### src/scrq_pkg.sv
// ----------------------------------------------------------------------------
// scrq_pkg
// Types, field widths and codes shared by the serial command retry queue.
// ----------------------------------------------------------------------------
package scrq_pkg;

    localparam int ADDR_W = 16;
    localparam int DATA_W = 32;
    localparam int SIZE_W = 3;
    localparam int ERR_W  = 8;
    localparam int TXC_W  = 17;

    localparam logic       OP_ENQUEUE    = 1'b0;
    localparam logic       OP_TICK       = 1'b1;
    localparam int         SUCCESS_BIT   = 24;
    localparam int         FAILURE_BIT   = 25;
    localparam logic [1:0] LATENCY_TICKS = 2'd2;
    localparam logic [SIZE_W-1:0] SIZE_MAX = 3'd4;
    localparam logic [ERR_W-1:0]  ERR_MAX  = 8'hff;

    localparam int S_DATA_W = 120;
    localparam int M_DATA_W = 112;

    typedef struct packed {
        logic [DATA_W-1:0] data;
        logic [SIZE_W-1:0] size;
        logic              write;
        logic [ADDR_W-1:0] address;
    } t_entry;

    typedef struct packed {
        logic              op;
        logic [ADDR_W-1:0] cmd_address;
        logic              cmd_write;
        logic [SIZE_W-1:0] cmd_size;
        logic [DATA_W-1:0] cmd_data;
        logic              fault_no_response;
        logic              fault_not_finished;
        logic              fault_crc;
        logic [DATA_W-1:0] rx_control;
        logic [DATA_W-1:0] rx_data;
    } t_item;

    typedef struct packed {
        logic              enqueue_refused;
        logic [TXC_W-1:0]  tx_control;
        logic [DATA_W-1:0] tx_data;
        logic              done_valid;
        logic              done_failed;
        logic [ADDR_W-1:0] done_address;
        logic [DATA_W-1:0] done_read_data;
        logic              queue_empty;
        logic [ERR_W-1:0]  packet_error_count;
    } t_result;

    function automatic logic [DATA_W-1:0] size_mask(input logic [SIZE_W-1:0] size);
        logic [DATA_W-1:0] m;
        case (size)
            3'd0:    m = 32'h0000_0000;
            3'd1:    m = 32'h0000_00ff;
            3'd2:    m = 32'h0000_ffff;
            3'd3:    m = 32'h00ff_ffff;
            default: m = 32'hffff_ffff;
        endcase
        return m;
    endfunction

endpackage

### src/serial_command_retry_queue.sv
// ----------------------------------------------------------------------------
// serial_command_retry_queue
// Bounded retry queue of register commands for a device on a cyclic link.
//
//   channel  dir  handshake                       payload
//   s_axis   in   s_axis_tvalid / s_axis_tready   tuser = op, tdata = fields
//   m_axis   out  m_axis_tvalid / m_axis_tready   tdata = result fields
//
// For each word the accept cycle issues both store reads (send slot and
// head slot); the next cycle computes and writes back.
// Store contents are undefined until written; reset clears pointers, send index, error run and flags only.
// s_axis_tready drops while a word is in work or a result waits untaken.
// One result per input word, held in the output register until taken.
// ----------------------------------------------------------------------------
module serial_command_retry_queue #(
    parameter int QUEUE_DEPTH = 16
) (
    input  logic         i_clk,
    input  logic         i_rst_n,
    input  logic         s_axis_tvalid,
    output logic         s_axis_tready,
    // [0] op
    input  logic         s_axis_tuser,
    // [15:0] cmd_address, [16] cmd_write, [19:17] cmd_size, [51:20] cmd_data,
    // [52] fault_no_response, [53] fault_not_finished, [54] fault_crc,
    // [86:55] rx_control, [118:87] rx_data, [119] zero
    input  logic [scrq_pkg::S_DATA_W-1:0] s_axis_tdata,
    output logic         m_axis_tvalid,
    input  logic         m_axis_tready,
    // [0] enqueue_refused, [17:1] tx_control, [49:18] tx_data, [50] done_valid,
    // [51] done_failed, [67:52] done_address, [99:68] done_read_data,
    // [100] queue_empty, [108:101] packet_error_count, [111:109] zero
    output logic [scrq_pkg::M_DATA_W-1:0] m_axis_tdata
);

    localparam int PW = $clog2(QUEUE_DEPTH);

    logic              r_busy;
    logic              r_out_valid;
    scrq_pkg::t_item   r_item;
    scrq_pkg::t_result r_out;
    scrq_pkg::t_item   in_item;
    scrq_pkg::t_result res;
    scrq_pkg::t_entry  rd_send, rd_head, wr_entry;
    logic [PW-1:0]     rd_addr_send, rd_addr_head, wr_addr;
    logic              wr_en;
    logic              accept;

    assign s_axis_tready = !r_busy && (!r_out_valid || m_axis_tready);
    assign accept        = s_axis_tvalid && s_axis_tready;

    always_comb begin
        in_item.op                 = s_axis_tuser;
        in_item.cmd_address        = s_axis_tdata[15:0];
        in_item.cmd_write          = s_axis_tdata[16];
        in_item.cmd_size           = s_axis_tdata[19:17];
        in_item.cmd_data           = s_axis_tdata[51:20];
        in_item.fault_no_response  = s_axis_tdata[52];
        in_item.fault_not_finished = s_axis_tdata[53];
        in_item.fault_crc          = s_axis_tdata[54];
        in_item.rx_control         = s_axis_tdata[86:55];
        in_item.rx_data            = s_axis_tdata[118:87];
    end

    always_ff @(posedge i_clk) begin
        if (accept) begin
            r_item <= in_item;
        end
        if (r_busy) begin
            r_out <= res;
        end
    end

    always_ff @(posedge i_clk) begin
        if (!i_rst_n) begin
            r_busy      <= 1'b0;
            r_out_valid <= 1'b0;
        end else begin
            r_busy <= accept;
            if (r_busy) begin
                r_out_valid <= 1'b1;
            end else if (m_axis_tready) begin
                r_out_valid <= 1'b0;
            end
        end
    end

    scrq_store #(
        .DEPTH (QUEUE_DEPTH),
        .AW    (PW)
    ) u_store (
        .i_clk       (i_clk),
        .i_wr_en     (wr_en),
        .i_wr_addr   (wr_addr),
        .i_wr_entry  (wr_entry),
        .i_rd_addr_a (rd_addr_send),
        .i_rd_addr_b (rd_addr_head),
        .o_rd_a      (rd_send),
        .o_rd_b      (rd_head)
    );

    scrq_engine #(
        .QUEUE_DEPTH (QUEUE_DEPTH)
    ) u_engine (
        .i_clk          (i_clk),
        .i_rst_n        (i_rst_n),
        .i_go           (r_busy),
        .i_item         (r_item),
        .i_rd_send      (rd_send),
        .i_rd_head      (rd_head),
        .o_rd_addr_send (rd_addr_send),
        .o_rd_addr_head (rd_addr_head),
        .o_wr_en        (wr_en),
        .o_wr_addr      (wr_addr),
        .o_wr_entry     (wr_entry),
        .o_res          (res)
    );

    assign m_axis_tvalid = r_out_valid;
    assign m_axis_tdata  = {3'b000,
                            r_out.packet_error_count,
                            r_out.queue_empty,
                            r_out.done_read_data,
                            r_out.done_address,
                            r_out.done_failed,
                            r_out.done_valid,
                            r_out.tx_data,
                            r_out.tx_control,
                            r_out.enqueue_refused};

endmodule

### src/scrq_store.sv
// ----------------------------------------------------------------------------
// scrq_store
// Command store: one write port, two registered read ports.
// ----------------------------------------------------------------------------
module scrq_store #(
    parameter int DEPTH = 16,
    parameter int AW    = 4
) (
    input  logic            i_clk,
    input  logic            i_wr_en,
    input  logic [AW-1:0]   i_wr_addr,
    input  scrq_pkg::t_entry i_wr_entry,
    input  logic [AW-1:0]   i_rd_addr_a,
    input  logic [AW-1:0]   i_rd_addr_b,
    output scrq_pkg::t_entry o_rd_a,
    output scrq_pkg::t_entry o_rd_b
);

    scrq_pkg::t_entry mem [DEPTH];
    scrq_pkg::t_entry r_rd_a;
    scrq_pkg::t_entry r_rd_b;

    always_ff @(posedge i_clk) begin
        if (i_wr_en) begin
            mem[i_wr_addr] <= i_wr_entry;
        end
        r_rd_a <= mem[i_rd_addr_a];
        r_rd_b <= mem[i_rd_addr_b];
    end

    assign o_rd_a = r_rd_a;
    assign o_rd_b = r_rd_b;

endmodule

### src/scrq_engine.sv
// ----------------------------------------------------------------------------
// scrq_engine
// Queue pointers, send index and error run; store reads and enqueue writes.
// ----------------------------------------------------------------------------
module scrq_engine #(
    parameter int QUEUE_DEPTH = 16
) (
    input  logic              i_clk,
    input  logic              i_rst_n,
    input  logic              i_go,
    input  scrq_pkg::t_item   i_item,
    input  scrq_pkg::t_entry  i_rd_send,
    input  scrq_pkg::t_entry  i_rd_head,
    output logic [$clog2(QUEUE_DEPTH)-1:0] o_rd_addr_send,
    output logic [$clog2(QUEUE_DEPTH)-1:0] o_rd_addr_head,
    output logic              o_wr_en,
    output logic [$clog2(QUEUE_DEPTH)-1:0] o_wr_addr,
    output scrq_pkg::t_entry  o_wr_entry,
    output scrq_pkg::t_result o_res
);

    localparam int PW = $clog2(QUEUE_DEPTH);
    localparam int CW = $clog2(QUEUE_DEPTH + 1);

    logic [PW-1:0]              r_head, n_head;
    logic [CW-1:0]              r_count, n_count;
    logic [1:0]                 r_sidx, n_sidx;
    logic [scrq_pkg::ERR_W-1:0] r_err, n_err;

    logic [PW:0]   send_sum, tail_sum;
    logic [PW-1:0] send_slot, tail_slot, head_next;
    logic [scrq_pkg::SIZE_W-1:0] sat_size;
    logic fault, match, ok, bad;

    assign send_sum  = {1'b0, r_head} + (PW+1)'(r_sidx);
    assign tail_sum  = {1'b0, r_head} + (PW+1)'(r_count);
    assign send_slot = (send_sum >= (PW+1)'(QUEUE_DEPTH))
                       ? PW'(send_sum - (PW+1)'(QUEUE_DEPTH)) : send_sum[PW-1:0];
    assign tail_slot = (tail_sum >= (PW+1)'(QUEUE_DEPTH))
                       ? PW'(tail_sum - (PW+1)'(QUEUE_DEPTH)) : tail_sum[PW-1:0];
    assign head_next = (r_head == PW'(QUEUE_DEPTH - 1)) ? '0 : r_head + PW'(1);

    assign o_rd_addr_send = send_slot;
    assign o_rd_addr_head = r_head;
    assign o_wr_addr      = tail_slot;

    assign sat_size = (i_item.cmd_size > scrq_pkg::SIZE_MAX) ? scrq_pkg::SIZE_MAX
                                                             : i_item.cmd_size;
    assign fault = i_item.fault_no_response | i_item.fault_not_finished | i_item.fault_crc;
    assign match = i_item.rx_control[scrq_pkg::ADDR_W-1:0] == i_rd_head.address;
    assign ok    = i_item.rx_control[scrq_pkg::SUCCESS_BIT];
    assign bad   = i_item.rx_control[scrq_pkg::FAILURE_BIT];

    always_comb begin
        o_wr_entry.address = i_item.cmd_address;
        o_wr_entry.write   = i_item.cmd_write;
        o_wr_entry.size    = sat_size;
        o_wr_entry.data    = i_item.cmd_data & scrq_pkg::size_mask(sat_size);
    end

    always_comb begin
        n_head  = r_head;
        n_count = r_count;
        n_sidx  = r_sidx;
        n_err   = r_err;
        o_wr_en = 1'b0;
        o_res   = '0;
        if (i_go) begin
            if (i_item.op == scrq_pkg::OP_ENQUEUE) begin
                if (r_count == CW'(QUEUE_DEPTH)) begin
                    o_res.enqueue_refused = 1'b1;
                end else begin
                    o_wr_en = 1'b1;
                    n_count = r_count + CW'(1);
                end
            end else begin
                if (CW'(r_sidx) < r_count) begin
                    o_res.tx_control = {i_rd_send.write, i_rd_send.address};
                    o_res.tx_data    = i_rd_send.write ? i_rd_send.data : '0;
                end
                if (!fault) begin
                    if (r_count == '0) begin
                        n_sidx = '0;
                    end else if (r_sidx < scrq_pkg::LATENCY_TICKS) begin
                        n_sidx = r_sidx + 2'd1;
                    end else if (match && (ok || bad)) begin
                        o_res.done_valid   = 1'b1;
                        o_res.done_address = i_rd_head.address;
                        if (ok) begin
                            if (!i_rd_head.write) begin
                                o_res.done_read_data = i_item.rx_data
                                    & scrq_pkg::size_mask(i_rd_head.size);
                            end
                        end else begin
                            o_res.done_failed = 1'b1;
                        end
                        n_head  = head_next;
                        n_count = r_count - CW'(1);
                    end else begin
                        n_sidx = '0;
                    end
                    n_err = '0;
                end else begin
                    n_sidx = '0;
                    if (r_err != scrq_pkg::ERR_MAX) begin
                        n_err = r_err + 8'd1;
                    end
                end
                if (n_count == '0) begin
                    n_sidx           = '0;
                    o_res.tx_control = '0;
                    o_res.tx_data    = '0;
                end
            end
            o_res.queue_empty        = (n_count == '0);
            o_res.packet_error_count = n_err;
        end
    end

    always_ff @(posedge i_clk) begin
        if (!i_rst_n) begin
            r_head  <= '0;
            r_count <= '0;
            r_sidx  <= '0;
            r_err   <= '0;
        end else begin
            r_head  <= n_head;
            r_count <= n_count;
            r_sidx  <= n_sidx;
            r_err   <= n_err;
        end
    end

    a_count_bound: assert property (@(posedge i_clk) disable iff (!i_rst_n)
        r_count <= CW'(QUEUE_DEPTH))
        else $error("entry count above depth");

    a_sidx_bound: assert property (@(posedge i_clk) disable iff (!i_rst_n)
        r_sidx <= scrq_pkg::LATENCY_TICKS)
        else $error("send index beyond latency window");

    a_empty_sidx: assert property (@(posedge i_clk) disable iff (!i_rst_n)
        r_count == '0 |-> r_sidx == '0)
        else $error("send index nonzero on empty queue");

    a_retire_dec: assert property (@(posedge i_clk) disable iff (!i_rst_n)
        (i_go && o_res.done_valid) |=> r_count == $past(r_count) - CW'(1))
        else $error("retire did not drop entry count");

    a_refuse_full: assert property (@(posedge i_clk) disable iff (!i_rst_n)
        (i_go && o_res.enqueue_refused) |-> r_count == CW'(QUEUE_DEPTH))
        else $error("enqueue refused with room left");

endmodule
### config.mk
export PLATFORM = sky130hd
export DESIGN_NAME = serial_command_retry_queue
export DESIGN_NICKNAME = d
export VERILOG_FILES = /design/src/scrq_pkg.sv /design/src/serial_command_retry_queue.sv /design/src/scrq_store.sv /design/src/scrq_engine.sv
export SDC_FILE = /design/constraint.sdc
export NUM_CORES = 1
export LEC_CHECK = 0
export BUFFER_PORTS_ARGS = -buffer_cell sky130_fd_sc_hd__buf_2
export CORE_ASPECT_RATIO = 0.8
export CORE_MARGIN = 2
export CORE_UTILIZATION = 61
export DETAILED_ROUTE_END_ITERATION = 8
export PLACE_DENSITY = 0.9
export SLEW_MARGIN = 20
export SYNTH_ARGS = -nofsm -noshare
export SYNTH_HDL_FRONTEND = slang
export SYNTH_SLANG_ARGS = --single-unit
export TNS_END_PERCENT = 5
### constraint.sdc
create_clock -name i_clk -period 8.05 [get_ports i_clk]
set_input_delay 1.2075 -clock i_clk [delete_from_list [all_inputs] [get_ports i_clk]]
set_output_delay 1.2075 -clock i_clk [all_outputs]
set_load 0.05 [all_outputs]
[After elaboration in Yosys (flattened, before gate mapping)]
Memories as Yosys holds them, arrays and structs flattened. A register that Yosys moved wholly into a read port is not among the register bits.
Index checks and enable logic that the tools add are counted.
Storage, ports and cells
  register bits: 244
  memory bits (writable): 832
  output and inout port bits: 114
  word-level logic and storage cells: 126
  memories: 1
Operators by class
  $add $sub $neg: 9
  order comparisons: 5
  eq/ne operators: 11
  muxes and demuxes: 43
  bitwise operators: 12
  reduce and logical (&&, ||, !) cells: 20
Memory list
  u_store.mem: words 16, width 52, rd ports 2, clocked after Yosys merged registers in 2, write ports 1, RTL line scrq_store.sv:19  | scrq_pkg::t_entry mem [DEPTH];
Operators with widths (count)
  32-bit 2-to-1 mux: 10
  32-bit one-hot mux with 4 select lines: 2
  32-bit AND: 2
  50-bit 2-to-1 mux: 1
  5-bit 2-to-1 mux: 9
  8-bit 2-to-1 mux: 3
  16-bit equality test: 1
  5-bit logical NOT: 3
  3-bit by 2-bit equality test with 1-bit output (second input constant): 4
  4-bit 2-to-1 mux: 3
  5-bit >= comparator (second input constant): 2
  2-bit 2-to-1 mux: 5
  1-bit 2-to-1 mux: 9
  8-bit by 1-bit adder with 8-bit output (second input constant): 1
  8-bit inequality test (second input constant): 1
  1-bit NOT: 8
  4-bit OR reduction: 2
  4-bit by 1-bit subtractor with 4-bit output (second input constant): 2
  7-bit OR reduction: 1
  3-bit by 1-bit equality test with 1-bit output (second input constant): 2
  3-bit logical NOT: 2
  6-bit AND reduction: 1
  4-bit by 2-bit adder with 5-bit output: 1
  4-bit by 5-bit adder with 5-bit output: 1
  19 further kinds: 24

[Depth between registers and ports, before layout]
  depth after elaboration: 14
  depth in mapped cells: 11
  mapped depth without buffers: 11

[Modules after synthesis]
A second synthesis with hierarchy kept.
Second synthesis, totals
  cell total of the unflattened synthesis: 2464
  area total of the unflattened synthesis: 49140.9 µm²
Modules (own cells, without submodules)
  scrq_store: instances 1, cells each 1833, area each 39297.7 µm², sequential area each 27066.0 µm²
  serial_command_retry_queue: instances 1, cells each 240, area each 6991.7 µm², sequential area each 6916.6 µm²
  scrq_engine: instances 1, cells each 391, area each 2851.5 µm², sequential area each 380.4 µm²

[Least setup slack after synthesis]
Ideal clock, no wire load.
  path type: flip-flop to flip-flop
  start point: register r_busy
  end point: memory u_store.mem[7][0] (netlist bit) (enable)
  data arrival time: 5.838 ns
  path slack: 1.751 ns
  cell stages (with the launch flop): 5
  buffers on the path: 2
  period minus slack after synthesis: 6.299 ns
  path through: dfxtp_1 clkbuf_1 buf_1 nand4_1 nor2_1
Between the ends
  word-level cells in the longest chain between the ends: 3
RTL lines
  from (decl): RTL line serial_command_retry_queue.sv:38  | logic r_busy;
  from (signal assigned): RTL line serial_command_retry_queue.sv:79  | r_busy <= accept;
  1-bit 2-to-1 mux: RTL line scrq_engine.sv:68  | if (i_go) begin
  1-bit 2-to-1 mux: RTL line scrq_store.sv:24  | if (i_wr_en) begin
  1-bit 2-to-1 mux (not written as such): RTL line scrq_store.sv:25  | mem[i_wr_addr] <= i_wr_entry;
  to (decl): RTL line scrq_store.sv:19
Every way passes these cells.

[Worst setup path in the final report]
  start point: register u_engine.r_head[1], in the netlist u_engine.o_rd_addr_head[1]
  end point: memory u_store.mem[13][51] (netlist bit) (enable)
Between the ends
  word-level cells in the longest chain between the ends: 3
  elaborated cells between the ends (all ways): 4
  classes of those cells: add/sub: 2; order compare: 1; mux: 1
RTL lines
  from (decl): RTL line scrq_engine.sv:25  | logic [PW-1:0] r_head, n_head;
  from (signal assigned): RTL line scrq_engine.sv:127  | r_head <= n_head;
  4-bit by 5-bit adder with 5-bit output *: RTL line scrq_engine.sv:36  | assign tail_sum = {1'b0, r_head} + (PW+1)'(r_count);
  4-bit by 1-bit subtractor with 4-bit output or 5-bit >= comparator (tied branches): RTL line scrq_engine.sv:40, scrq_engine.sv:39
  4-bit 2-to-1 mux *: RTL line scrq_engine.sv:40  | ? PW'(tail_sum - (PW+1)'(QUEUE_DEPTH)) : tail_sum[PW-1:0];
Every way passes the cells marked *; elsewhere a longest branch is shown, timed or not.

==> run_results.csv <==
group,metric,value,unit
status,outcome,"finished clean",
grt,overflow,0,
logic_synthesis,synthFlopType,"edfxtp_1",
clocking,post-cts-setup-buffers,0,
grt,grt_pass1_wl,160,mm
logic_synthesis,synth_top_family_by_area,"multiplexers",
timing,min_period,5.05,ns
grt,globalRouteMet3Util,6.47,%
timing,fmax,198,MHz
worst_hold_path,holdCritPathClass,"flip-flop to flip-flop",
clocking,clockBufferDepth,3,
floorplan,ios,239,
critical_path,worstPathArrival,5.34,ns
layout,fin_area,0.0497,mm²
placement,gp_congestion,0.839,
timing,hold_viol_final,0,
critical_path,cp-start-kind,"flip-flop",
detailed_routing,vias_per_cell,6.99,
grt,grt_usage,30.6,%
placement,placed_cell_area,0.0461,mm²
critical_path,worst_path_most_repeated_cell,"buf_4",
timing,rsz0062_at_grt,"false",
detailed_routing,first_pass_iters,9,
logic_synthesis,synthSimpleGateAreaFrac,3.30,%
critical_path,required,8.34,ns
power_and_ir_drop,p_leak,0.0159,µW
grt,antenna_found_initial,2,
clocking,clock_sinks,1137,
timing,setup_viol,0,
detailed_routing,vias,22700,
clocking,cts_tree,"done",
critical_path,cp_cell_sequence,"buf_4, ha_1, a21o_1, a21oi_1, xor2_1, nand2_1, nor2_4, buf_4",
logic_synthesis,synthArstFlopShare,0,%
logic_synthesis,synth_cell_types,58,
floorplan,die_h,244,µm
logic_synthesis,synth_xor_area_share,0.600,%
logic_synthesis,syn_area,0.0438,mm²
detailed_routing,detail-route-antenna-nets,0,
logic_synthesis,avgSynthCellArea,22.4,µm²
logic_synthesis,synthCells,1952,
clocking,holdBufCountCts,0,
critical_path,critPathKind,"flip-flop to flip-flop",
clocking,cts_buffers,102,
clocking,ctsRootBufferMaster,"clkbuf_16",
layout,final_cell_mix,"edfxtp_1 (1047), mux4_2 (345), buf_2 (220)",
grt,grt_pass1_vias,23400,
logic_synthesis,synth-compound-area-share,0.766,%
clocking,htree_num_levels,3,
logic_synthesis,synth_edf_count,1047,
layout,drive_gt1_share,34.8,%
timing,period_share,62.7,%
run,max_cap_violations,0,
grt,met2_usage,51.4,%
detailed_routing,wl,111,mm
floorplan,fp.dieW,304,µm
floorplan,rows,87,
floorplan,start_util,61.9,%
critical_path,crit_slowest_cell,"nor2_4",
detailed_routing,drt_iter0_markers,3581,
critical_path,path_max_fanout,60,
placement,port_buffers,220,
detailed_routing,wire_per_inst,34.2,µm
timing,clock_skew,0.0271,ns
placement,dp.final_hpwl,54.2,mm
grt,top_usage_layer,"met2",
timing,tns,0,ns
power_and_ir_drop,vdd_drop_max,173,µV
layout,diodes,0,
layout,final_common_cell,"edfxtp_1",
clocking,post_cts_resized,0,
timing,relSlewSlack,19.6,%
floorplan,core,0.0708,mm²
critical_path,cp-end-kind,"flip-flop",
logic_synthesis,ys_seq_elements,1137,
logic_synthesis,yosysWarnings,0,
logic_synthesis,yosys.area_share.adder,0.377,%
power_and_ir_drop,p_per_area,241,mW/mm²
clocking,worstSkewPairLatency,0.68,ns
detailed_routing,drc,0,
clocking,clkTransAtPathRegs,0.06,ns
logic_synthesis,synthMuxAreaShare,18.0,%
grt,use_met1,38.7,%
grt,grt_max_degree,105,
timing,worst_pin_slew,1.20,ns
critical_path,max_stage_delay,1.01,ns
logic_synthesis,seq_area_frac_synth,75.9,%
floorplan,dieArea,0.0740,mm²
timing,drv_slew,0,
layout,areaGrowthSynthToFinish,13.4,%
layout,nNetsFinal,2358,
power breakdown:
group | switching [µW] | internal, µW
Sequential | 60.3 | 6550
Clock | 2170 | 2860
Combinational | 256 | 83.3
through the flow:
stage / util, % / hold WS (ns) / cells / power (µW) / setup WS, ns
finish: 70.2 / 0.502 / 3241 / 12000 / 3.00
global route: 70.2 / 0.513 / 3241 / 12200 / 3.01
CTS: 70.1 / 0.507 / 3237 / 12000 / 3.08
detailed placement: 65.2 / 0.492 / 3047 / 7060 / 3.17
global placement: 65.2 / 0.494 / 3047 / 7030 / 3.39
floorplan: - / 0.482 / 1954 / 6920 / 1.75
critical path: cells and delay by family, from the launching register on:
kind / cells / cell delay, ns
fa+ha+maj: 1 / 0.39
compound gates: 2 / 0.48
xor+xnor: 1 / 0.28
flops: 1 / 0.63
buf+inv: 2 / 1.49
simple gates: 2 / 1.31
registers in the layout, indices dropped and copies added, names as in the netlist:
signal / flops
r_item: 106
u_store.mem: 832
u_store.o_rd_b: 20
m_axis_tdata: 109
u_engine.r_sidx: 2
r_busy: 1
m_axis_tvalid: 1
u_engine.r_err: 8
u_engine.r_count: 5
u_store.o_rd_a: 49
u_engine.o_rd_addr_head: 4
path summary, 6_finish.rpt:
kind                            depth (start not counted)                       start  slack (ns)                  end
worst min register to register                          1          u_store.o_rd_a[47]        0.50     m_axis_tdata[45]
worst max-delay path                                    8  u_engine.o_rd_addr_head[1]        3.00  u_store.mem[13][51]
worst max register to register                          8  u_engine.o_rd_addr_head[1]        3.00  u_store.mem[13][51]
worst min-delay path                                    1          u_store.o_rd_a[47]        0.50     m_axis_tdata[45]
layout make-up:
class                           instances  area, µm²
Clock inverter                         52        613
Clock buffer                          138       2830
Sequential cell                      1137      33300
Timing Repair Buffer                  260       1470
Multi-Input combinational cell        707      10300
Fill cell                            3789      21100
Tap cell                              934       1170
Inverter                               13       48.8
logic make-up (layout without fill, tap and decap cells):
logic type      after synthesis  count (layout)
compound gates               48              48
xor+xnor                     30              30
fa+ha+maj                    12              12
buf+inv                     110             463
flops                      1137            1137
mux                         357             357
other cells                   1               3
simple gates                257             257
routing by layer:
metal,up-vias,wire (µm)
met2,1887,57500
li1,8665,-
met4,6,5750
met3,416,10900
met1,11700,36500
met5,-,59
synthesized netlist by cell type, drive strengths merged, types with 2 or more instances:
| library cell | n | area share, % |
|---|---|---|
| nor4bb | 2 | 0.046 |
| buf | 36 | 0.39 |
| nand4 | 7 | 0.10 |
| o31ai | 2 | 0.034 |
| o21ai | 6 | 0.069 |
| a21oi | 18 | 0.21 |
| nor2b | 27 | 0.39 |
| a2bb2oi | 2 | 0.040 |
| mux4 | 345 | 18 |
| edfxtp | 1047 | 72 |
| mux2i | 12 | 0.27 |
| nor3b | 2 | 0.034 |
| clkbuf | 61 | 0.52 |
| nand2 | 18 | 0.15 |
| dfxtp | 90 | 4.1 |
| o41ai | 2 | 0.040 |
| nor4 | 4 | 0.057 |
| xnor2 | 13 | 0.26 |
| fa | 2 | 0.091 |
| o21a | 2 | 0.034 |
| nor2 | 48 | 0.42 |
| inv | 13 | 0.11 |
| ha | 10 | 0.29 |
| a211oi | 4 | 0.11 |
| nor3 | 12 | 0.14 |
| a22oi | 2 | 0.034 |
| nand3 | 8 | 0.091 |
| and3 | 2 | 0.029 |
| nand2b | 6 | 0.086 |
| and2 | 108 | 1.5 |
| xor2 | 17 | 0.34 |
| or3 | 7 | 0.10 |
No activity file was read; power rests on OpenSTA's default activity.
